<file path="src/design/timed_reservation_table_unit_macros.svh">
// Assertion macros for the reservation table block.
`ifndef TIMED_RESERVATION_TABLE_UNIT_MACROS_SVH
`define TIMED_RESERVATION_TABLE_UNIT_MACROS_SVH

`ifndef ASSERT_OFF

// Same-cycle implication.
`define ASSERT_IMPL(label, clk, rst_n, a, b) \
    label: assert property (@(posedge clk) disable iff (!rst_n) (a) |-> (b)) \
        else $error("implication check failed");

// Next-cycle implication.
`define ASSERT_NEXT(label, clk, rst_n, a, b) \
    label: assert property (@(posedge clk) disable iff (!rst_n) (a) |=> (b)) \
        else $error("next-cycle check failed");

`else

`define ASSERT_IMPL(label, clk, rst_n, a, b)
`define ASSERT_NEXT(label, clk, rst_n, a, b)

`endif

`endif

</file>
<file path="src/design/trt_pkg.sv">
package trt_pkg;

    localparam int NODE_ID_BITS = 16;
    localparam int TIME_BITS    = 32;

    localparam logic [2:0] FUNC_ADD    = 3'd0;
    localparam logic [2:0] FUNC_REMOVE = 3'd1;
    localparam logic [2:0] FUNC_QUERY  = 3'd2;
    localparam logic [2:0] FUNC_EXPIRE = 3'd3;
    localparam logic [2:0] FUNC_CLEAR  = 3'd4;

    typedef struct packed {
        logic [2:0]              func;
        logic [NODE_ID_BITS-1:0] node_id;
        logic [TIME_BITS-1:0]    expiry_time;
        logic [TIME_BITS-1:0]    now_time;
    } t_in_item;

    typedef struct packed {
        logic blocked;
        logic changed;
        logic table_full;
        logic stale_add;
    } t_out_item;

    // controller -> datapath
    typedef struct packed {
        logic load;
        logic scan;
        logic finish;
    } t_cmd;

    // datapath -> controller
    typedef struct packed {
        logic scan_last;
    } t_status;

endpackage

</file>
<file path="src/design/trt_ctrl.sv">
module trt_ctrl
    import trt_pkg::*;
(
    input  logic    i_clk,
    input  logic    i_rst_n,
    input  logic    start,
    input  t_status i_status,
    output t_cmd    o_cmd,
    output logic    busy
);

    typedef enum logic [1:0] {
        ST_IDLE,
        ST_SCAN,
        ST_DONE
    } t_state;

    t_state r_state, n_state;
    logic   r_busy, n_busy;

    always_comb begin
        n_state = r_state;
        n_busy  = r_busy;
        o_cmd   = '0;
        case (r_state)
            ST_IDLE: begin
                if (start) begin
                    o_cmd.load = 1'b1;
                    n_state    = ST_SCAN;
                    n_busy     = 1'b1;
                end
            end
            ST_SCAN: begin
                o_cmd.scan = 1'b1;
                if (i_status.scan_last) begin
                    n_state = ST_DONE;
                end
            end
            ST_DONE: begin
                o_cmd.finish = 1'b1;
                n_state      = ST_IDLE;
                n_busy       = 1'b0;
            end
            default: begin
                n_state = ST_IDLE;
                n_busy  = 1'b0;
            end
        endcase
    end

    always_ff @(posedge i_clk) begin
        if (!i_rst_n) begin
            r_state <= ST_IDLE;
            r_busy  <= 1'b0;
        end else begin
            r_state <= n_state;
            r_busy  <= n_busy;
        end
    end

    assign busy = r_busy;

endmodule

</file>
<file path="src/design/trt_dp.sv">
module trt_dp
    import trt_pkg::*;
#(
    parameter int TABLE_ENTRIES = 16
) (
    input  logic      i_clk,
    input  logic      i_rst_n,
    input  t_in_item  i_item,
    input  t_cmd      i_cmd,
    output t_status   o_status,
    output t_out_item o_result,
    output logic      o_res_valid
);

    localparam int IDX_W = (TABLE_ENTRIES > 1) ? $clog2(TABLE_ENTRIES) : 1;
    localparam logic [IDX_W-1:0] LAST_IDX = IDX_W'(TABLE_ENTRIES - 1);

    t_in_item                r_item;
    logic [IDX_W-1:0]        r_idx;
    logic                    r_found;
    logic                    r_free_ok;
    logic [IDX_W-1:0]        r_free_idx;
    logic [TABLE_ENTRIES-1:0] r_valid;
    logic                    r_mark;
    t_out_item               r_res;
    t_out_item               n_res;
    logic                    r_res_vld;

    logic [NODE_ID_BITS-1:0] r_node   [TABLE_ENTRIES];
    logic [TIME_BITS-1:0]    r_expiry [TABLE_ENTRIES];

    logic [NODE_ID_BITS-1:0] w_cur_node;
    logic [TIME_BITS-1:0]    w_cur_expiry;
    logic                    w_cur_valid;
    logic                    w_hit;
    logic                    w_do_insert;

    assign w_cur_node   = r_node[r_idx];
    assign w_cur_expiry = r_expiry[r_idx];
    assign w_cur_valid  = r_valid[r_idx];
    assign w_hit        = w_cur_valid && (w_cur_node == r_item.node_id);
    assign w_do_insert  = i_cmd.finish && (r_item.func == FUNC_ADD) && !r_found && r_free_ok;

    assign o_status.scan_last = (r_idx == LAST_IDX);

    always_comb begin
        n_res = '0;
        case (r_item.func)
            FUNC_ADD: begin
                n_res.stale_add  = (r_item.expiry_time < r_item.now_time);
                n_res.table_full = !r_found && !r_free_ok;
            end
            FUNC_QUERY:  n_res.blocked = r_found;
            FUNC_EXPIRE: n_res.changed = r_mark;
            default: ;
        endcase
    end

    always_ff @(posedge i_clk) begin
        if (i_cmd.load) begin
            r_item <= i_item;
        end
        if (i_cmd.finish) begin
            r_res <= n_res;
        end
    end

    // Control flags and valid bits
    always_ff @(posedge i_clk) begin
        if (!i_rst_n) begin
            r_idx      <= '0;
            r_found    <= 1'b0;
            r_free_ok  <= 1'b0;
            r_free_idx <= '0;
            r_valid    <= '0;
            r_mark     <= 1'b0;
            r_res_vld  <= 1'b0;
        end else begin
            r_res_vld <= i_cmd.finish;
            if (i_cmd.load) begin
                r_idx     <= '0;
                r_found   <= 1'b0;
                r_free_ok <= 1'b0;
            end
            if (i_cmd.scan) begin
                r_idx <= r_idx + 1'b1;
                if (w_hit) begin
                    r_found <= 1'b1;
                end
                if (!w_cur_valid && !r_free_ok) begin
                    r_free_ok  <= 1'b1;
                    r_free_idx <= r_idx;
                end
                case (r_item.func)
                    FUNC_REMOVE: begin
                        if (w_hit && !r_found) begin
                            r_valid[r_idx] <= 1'b0;
                            r_mark         <= 1'b1;
                        end
                    end
                    FUNC_EXPIRE: begin
                        // expiry equal to now survives
                        if (w_cur_valid && (r_item.now_time > w_cur_expiry)) begin
                            r_valid[r_idx] <= 1'b0;
                            r_mark         <= 1'b1;
                        end
                    end
                    FUNC_CLEAR: begin
                        if (w_cur_valid) begin
                            r_valid[r_idx] <= 1'b0;
                            r_mark         <= 1'b1;
                        end
                    end
                    default: ;
                endcase
            end
            if (i_cmd.finish && (r_item.func == FUNC_EXPIRE)) begin
                r_mark <= 1'b0;
            end
            if (w_do_insert) begin
                r_valid[r_free_idx] <= 1'b1;
                r_mark              <= 1'b1;
            end
        end
    end

    always_ff @(posedge i_clk) begin
        if (w_do_insert) begin
            r_node[r_free_idx]   <= r_item.node_id;
            r_expiry[r_free_idx] <= r_item.expiry_time;
        end
    end

    assign o_result    = r_res;
    assign o_res_valid = r_res_vld;

endmodule

</file>
<file path="src/design/timed_reservation_table_unit.sv">
// Timed reservation table: up to TABLE_ENTRIES node ids, each with an expiry tick.
// Input channel: present i_item and raise start; the item is taken at a rising
// edge with start high and busy low. func selects add, remove, query, expire or
// clear; unused codes return an all-zero result.
// Result channel: one result per item, on o_result while o_res_valid is high
// for a single cycle. The receiver has no way to stall; it must take it then.
// Timing: every item walks the table one entry per cycle. The result strobe
// rises in the same cycle as busy drops, and a new item is taken only after
// that, so the block takes no new item while one is in flight. The
// entry-by-entry scan sets how often items can be taken.
// Reset (synchronous, active low) empties the table, clears the change mark
// and drops busy and the strobe. Entry ids and times are not cleared; they are
// only read behind their valid bits.
module timed_reservation_table_unit
    import trt_pkg::*;
#(
    parameter int TABLE_ENTRIES = 16
) (
    input  logic      i_clk,
    input  logic      i_rst_n,
    input  logic      start,
    input  t_in_item  i_item,
    output logic      busy,
    output t_out_item o_result,
    output logic      o_res_valid
);

`include "timed_reservation_table_unit_macros.svh"

    t_cmd    w_cmd;
    t_status w_status;

    trt_ctrl u_ctrl (
        .i_clk    (i_clk),
        .i_rst_n  (i_rst_n),
        .start    (start),
        .i_status (w_status),
        .o_cmd    (w_cmd),
        .busy     (busy)
    );

    trt_dp #(
        .TABLE_ENTRIES (TABLE_ENTRIES)
    ) u_dp (
        .i_clk       (i_clk),
        .i_rst_n     (i_rst_n),
        .i_item      (i_item),
        .i_cmd       (w_cmd),
        .o_status    (w_status),
        .o_result    (o_result),
        .o_res_valid (o_res_valid)
    );

    `ASSERT_NEXT(a_accept_busy, i_clk, i_rst_n, start && !busy, busy)
    `ASSERT_IMPL(a_result_idle, i_clk, i_rst_n, o_res_valid, !busy)
    `ASSERT_NEXT(a_finish_result, i_clk, i_rst_n, w_cmd.finish, o_res_valid && !busy)
    `ASSERT_NEXT(a_last_finish, i_clk, i_rst_n, w_cmd.scan && w_status.scan_last, w_cmd.finish)

endmodule

</file>
<file path="config.mk">
export PLATFORM = sky130hd
export DESIGN_NAME = timed_reservation_table_unit
export DESIGN_NICKNAME = d
export VERILOG_FILES = /design/src/design/trt_pkg.sv /design/src/design/trt_ctrl.sv /design/src/design/trt_dp.sv /design/src/design/timed_reservation_table_unit.sv
export VERILOG_INCLUDE_DIRS = /design/src /design/src/design
export SDC_FILE = /design/constraint.sdc
export NUM_CORES = 1
export LEC_CHECK = 0
export BUFFER_PORTS_ARGS = -buffer_cell sky130_fd_sc_hd__clkbuf_2
export CELL_PAD_IN_SITES_DETAIL_PLACEMENT = 1
export CELL_PAD_IN_SITES_GLOBAL_PLACEMENT = 2
export CORE_UTILIZATION = 44
export DETAILED_ROUTE_END_ITERATION = 8
export PLACE_DENSITY = 0.8
export SETUP_SLACK_MARGIN = 0.4
export SYNTH_ARGS = -nofsm -noshare
export SYNTH_HDL_FRONTEND = slang
export SYNTH_SLANG_ARGS = --single-unit
</file>
<file path="constraint.sdc">
create_clock -name i_clk -period 4.9 [get_ports i_clk]
set_clock_uncertainty 0.15 [all_clocks]
set_input_delay 0.49 -clock i_clk [delete_from_list [all_inputs] [get_ports i_clk]]
set_output_delay 0.49 -clock i_clk [all_outputs]
set_load 0.02 [all_outputs]
</file>
# Word-level counts from Yosys, hierarchy flattened
# Memories as Yosys holds them, arrays and structs flattened. A register that Yosys moved wholly into a read port is not among the register bits.
# Index checks and enable logic that the tools add are counted.
# word_totals
regBits	118
mem_bits_rw	768
input_bits	86
output_inout_bits	6
elab_cells	109
n_memories	2
# memory_table
name	words	width	rd	rd_clocked_by_memory_dff	wr	line	text
u_dp.r_expiry	16	32	1	1	1	trt_dp.sv:30	logic [TIME_BITS-1:0] r_expiry [TABLE_ENTRIES];
u_dp.r_node	16	16	1	1	1	trt_dp.sv:29	logic [NODE_ID_BITS-1:0] r_node [TABLE_ENTRIES];
# classes
n_addsub	1
order_cmp	6
eq_ne	13
n_mux	43
n_bitwise	4
n_reduce_logical	23
# op_table
operator	count
$mux W16	6
$pmux W16 S3	1
$gt A32 B32 Y1	1
$lt A32 B32 Y1	1
$mux W4	6
$mux W1	22
$and A16 B16 Y16	1
$eq A16 B16 Y1	1
$not A16 Y16	1
$or A16 B16 Y16	1
$logic_and A1 B1 Y1	11
$lt A4 B5 Y1 const B	2
$demux W1 S4	2
$ge A4 B1 Y1 const B	2
$ne A4 B1 Y1 const B	2
$eq A3 B2 Y1 const B	2
$reduce_and A2 Y1	3
$reduce_and A5 Y1	1
$reduce_bool A5 Y1	1
$add A4 B1 Y4 const B	1
$bmux W1 S4	1
$eq A4 B4 Y1 const B	1
$mux W2	2
$ne A4 B2 Y1 const B	1
other kinds (15)	17

# Longest topological paths before layout
# depth
ltp_word	12
depth_mapped	20

# Modules after synthesis
# From an unflattened synthesis, not the netlist that was laid out.
# unflattened
hier_cells	1707
hier_area_um2	35335.1
# by_module_without_submodules
mod	n_inst	cells_per_inst	area_per_inst_um2	seq_area_each_um2
trt_dp	1	1692	35186.2	26315.2
trt_ctrl	1	15	148.9	60.1

# Worst setup path before layout
# No wires, ideal clock.
# synth_path
path_type	flip-flop to flip-flop
start	register u_dp.r_item[81] (netlist name)
end	register u_dp.r_valid[0]
setup_time_ps	82
t_arrival_ps	5177
path_slack_ps	-509
stages_incl_launch_ff	8
n_path_buf	1
period_less_slack_ps	5409
cell_sequence	edfxtp_1 clkbuf_1 nor4_1 nand3_1 or3_1 nor3_1 o221ai_1 a21oi_1
# synth_between
elab_chain_len	6
elab_cells_between_ends	12
# synth_lines
item	line	text
from (decl)	trt_dp.sv:18	t_in_item r_item;
from (signal assigned)	trt_dp.sv:61	r_item <= i_item;
$eq A3 B3 Y1, or another cell as far along	trt_dp.sv:94	case (r_item.func)
$pmux W16 S3	trt_dp.sv:94	
$mux W16	trt_dp.sv:85	if (i_cmd.scan) begin
$mux W16	trt_dp.sv:70	if (!i_rst_n) begin
$or A16 B16 Y16 (no line)	n/a	
$mux W16 (*)	trt_dp.sv:120	if (w_do_insert) begin
to (signal assigned)	trt_dp.sv:75	r_valid <= '0;
to (signal, indexed assignment)	trt_dp.sv:97	r_valid[r_idx] <= 1'b0;
to (signal, indexed assignment)	trt_dp.sv:121	r_valid[r_free_idx] <= 1'b1;
to (decl)	trt_dp.sv:23	logic [TABLE_ENTRIES-1:0] r_valid;
# Mark *: on every way between the ends. The rest lies on a longest branch, timed or not. The select of a mux whose other input is x is not followed.
# A chain may end at the register's enable or synchronous reset.

==> impl_metrics.toml <==
[status]
status = "completed"

[cells_and_area]
n_antenna_cell = 0
syn_to_final_growth_pct = 17.79
drive_gt1_share_pct = 26.21
finalInstanceArea_um2 = 41960
fillers = 7033
nets = 2170

[placement]
post_dp_cell_area_um2 = 37910
portBuffers = 91
hpwlAfterDp_mm = 51.78
gp_congestion = 0.8321

[clocking]
clock_latency_ns = 0.66
cts_tree = "yes"
clkSinkCount = 890
ctsHtreeMaxLevel = 3
clkTransAtPathRegs_ns = 0.06
cts_buffers = 92
clock_path_buffers = 3
cts-root-buf = "clkbuf_16"

[synth]
yosysSeqAreaShare_pct = 74.05
synth_top_area_share_pct = 72.08
synth_xor_area_share_pct = 0.7833
synth_ff_type = "edfxtp_1"
synthTopCellsByArea = "edfxtp_1, mux4_2, ha_1, dfxtp_1, mux2i_1"
syn_avg_cell_area_um2 = 20.41
synth.cell_area_um2 = 35620
synth_most_common_cell = "edfxtp_1"
synth_cells = 1745
synth_fp_nets = 1898
synth_warnings = 0
synth_top_family_by_area = "multiplexers"
ys_async_sr_fraction_pct = 0
synthTopCellsByCount = "edfxtp_1, mux4_2, inv_1, ha_1, mux2i_1"
synth_fa_ha_area_share_pct = 2.353
muxShareOfSynthArea_pct = 15.06
synth_cell_type_count = 66
synth-seq-cells = 890
synth-simple-area-share_pct = 2.754
yosys.area.top_type = "edfxtp_1"
synth-compound-area-share_pct = 3.021
synth_edf_count = 855

[sta]
fin_tns_setup_ns = 0
hold_viol = 0
rsz0062_at_grt = "false"
fin_crit_ns = 4.336
worst_pin_slew_ns = 1.143
relSlewSlack_pct = 23.79
timing.fmax_mhz = 230.6
setup_viol = 0
finalCritPeriodShare_pct = 88.50
drv_slew = 0

[global_route]
grt_overflow = 0
grt_pass1_vias = 19790
grt_max_degree = 66
antenna_found_initial = 0
track_usage_pct = 22.55
grt_pass1_wl_mm = 134.2

[route]
drc = 0
wl_per_cell_um = 29.12
avgViaCountPerCell = 5.869
postRouteWirelength_mm = 91.58
first_pass_iters = 5
drt_iter0_drc = 1826
num_vias = 18460
drtAntennaViolNets = 0

[die]
core_area_um2 = 79520
io-pin-count = 92
die_x_um = 286.5
num_rows = 103
start_util_pct = 44.80
dieHeight_um = 286.5
die_area_um2 = 82100

[power]
p_leak_nw = 13.71
peakVddDrop_uv = 277.1
p_per_area_nw_per_um2 = 390.5

[setup_path]
required_ns = 5.23
crit_type = "flop to flop"
start_kind = "flop"
arrival_ns = 4.67
crit_fanout = 19
end_kind = "flop"

[worst_hold_path]
holdCritPathClass = "input pin to flop"

[run]
maxCapViolCount = 0
per-stage QoR:
step | util, % | total power, mW | hold WS [ns] | std cells | setup WS, ns
3_3_place_gp | 47.68 | 9.233 | 0.3171 | 2880 | 0.5662
5_1_grt | 52.77 | 16.82 | 0.2030 | 3145 | 0.3974
6_report | 52.77 | 16.39 | 0.1610 | 3145 | 0.5636
2_1_floorplan | - | 9.022 | 0.3085 | 1745 | 0.4279
3_5_place_dp | 47.68 | 9.268 | 0.3240 | 2880 | 0.3680
4_1_cts | 52.68 | 16.50 | 0.1474 | 3139 | 0.4265
routing by layer:
metal	GRT usage [%]	vias up	part of all wire [%]
met5	0	-	0
met2	37.17	723	49
met3	3.665	141	6.5
met1	31.33	9864	42
li1	-	7731	-
met4	5.842	0	2.1
cell usage in the layout, fill, tap and decap left out, types with 16 or more instances in the layout:
cell type / n
clkbuf_2: 91
xnor2_1: 16
edfxtp_1: 855
mux2i_1: 60
clkinv_2: 20
clkbuf_1: 18
mux4_2: 200
nor2_1: 23
a21o_1: 27
nor3_1: 17
nand2_1: 28
a21oi_1: 40
o21ai_0: 22
inv_1: 73
clkbuf_16: 93
buf_4: 56
dlygate4sd3_1: 83
ha_1: 67
dfxtp_1: 31
buf_12: 22
power breakdown:
group          total [mW]  internal (mW)  switching, mW
registers            8.52           8.38          0.138
clock network        7.21           4.16           3.04
logic               0.655          0.331          0.323
total                16.4           12.9           3.51
sequential cells by signal, summed over array words and instances (netlist names), named ones only:
name              count
u_dp.r_free_idx       4
u_ctrl.busy           1
u_dp.o_res_valid      1
u_dp.r_expiry       512
u_dp.r_found          1
u_dp.r_valid         16
u_dp.o_result         4
u_dp.r_mark           1
u_dp.r_node         256
u_dp.r_item          83
u_ctrl.r_state        2
u_dp.r_free_ok        1
u_dp.r_idx            4
worst paths after layout:
check	start	endpoint	slack [ns]	depth (start not counted)
setup reg to reg	flop	u_dp.r_valid[8]	0.56	15
setup / recovery	flop	u_dp.r_valid[8]	0.56	15
hold reg to reg	u_ctrl.busy	u_ctrl.busy	0.33	2
hold / removal	start	flop	0.16	4
cell type report:
class | count | area, um2 | area share, %
clock inverters | 61 | 715.7 | 1.706
multi-input cells | 705 | 8678 | 20.68
well taps | 1050 | 1314 | 3.131
repair buffers | 254 | 2186 | 5.209
flip-flops and latches | 890 | 26390 | 62.90
inverters | 74 | 280.3 | 0.6680
clock buffers | 111 | 2395 | 5.707
worst max-delay path, stage by stage (launching register included):
cell     delay, ns
dfxtp_4       0.38
buf_4         0.14
buf_12        0.19
buf_4         0.25
mux4_2        0.54
mux4_2        0.47
inv_1         0.08
ha_1          0.16
nand4_1       0.20
nor2_1        0.24
nand4_1       0.25
o21ai_0       0.25
buf_4         0.14
nand2_1       0.04
o21ai_0       0.43
a41oi_1       0.21
cells by family (layout without fill, tap and decap cells):
family	after synthesis	after routing
flip-flops	890	890
multiplexers	271	271
AND/OR/NAND/NOR	180	180
AO/OA/AOI/OAI	156	156
buffers and inverters	150	500
adder cells (fa/ha/maj)	67	67
XOR/XNOR	31	31
timing repair:
action	CTS	global route
hold buffers	83	0
endpoints found under the hold margin	83	0
resized for setup	0	2
cloned	0	0
setup buffers	4	6
endpoints found under the setup margin	15	16
No activity file was read; power rests on OpenSTA's default activity.
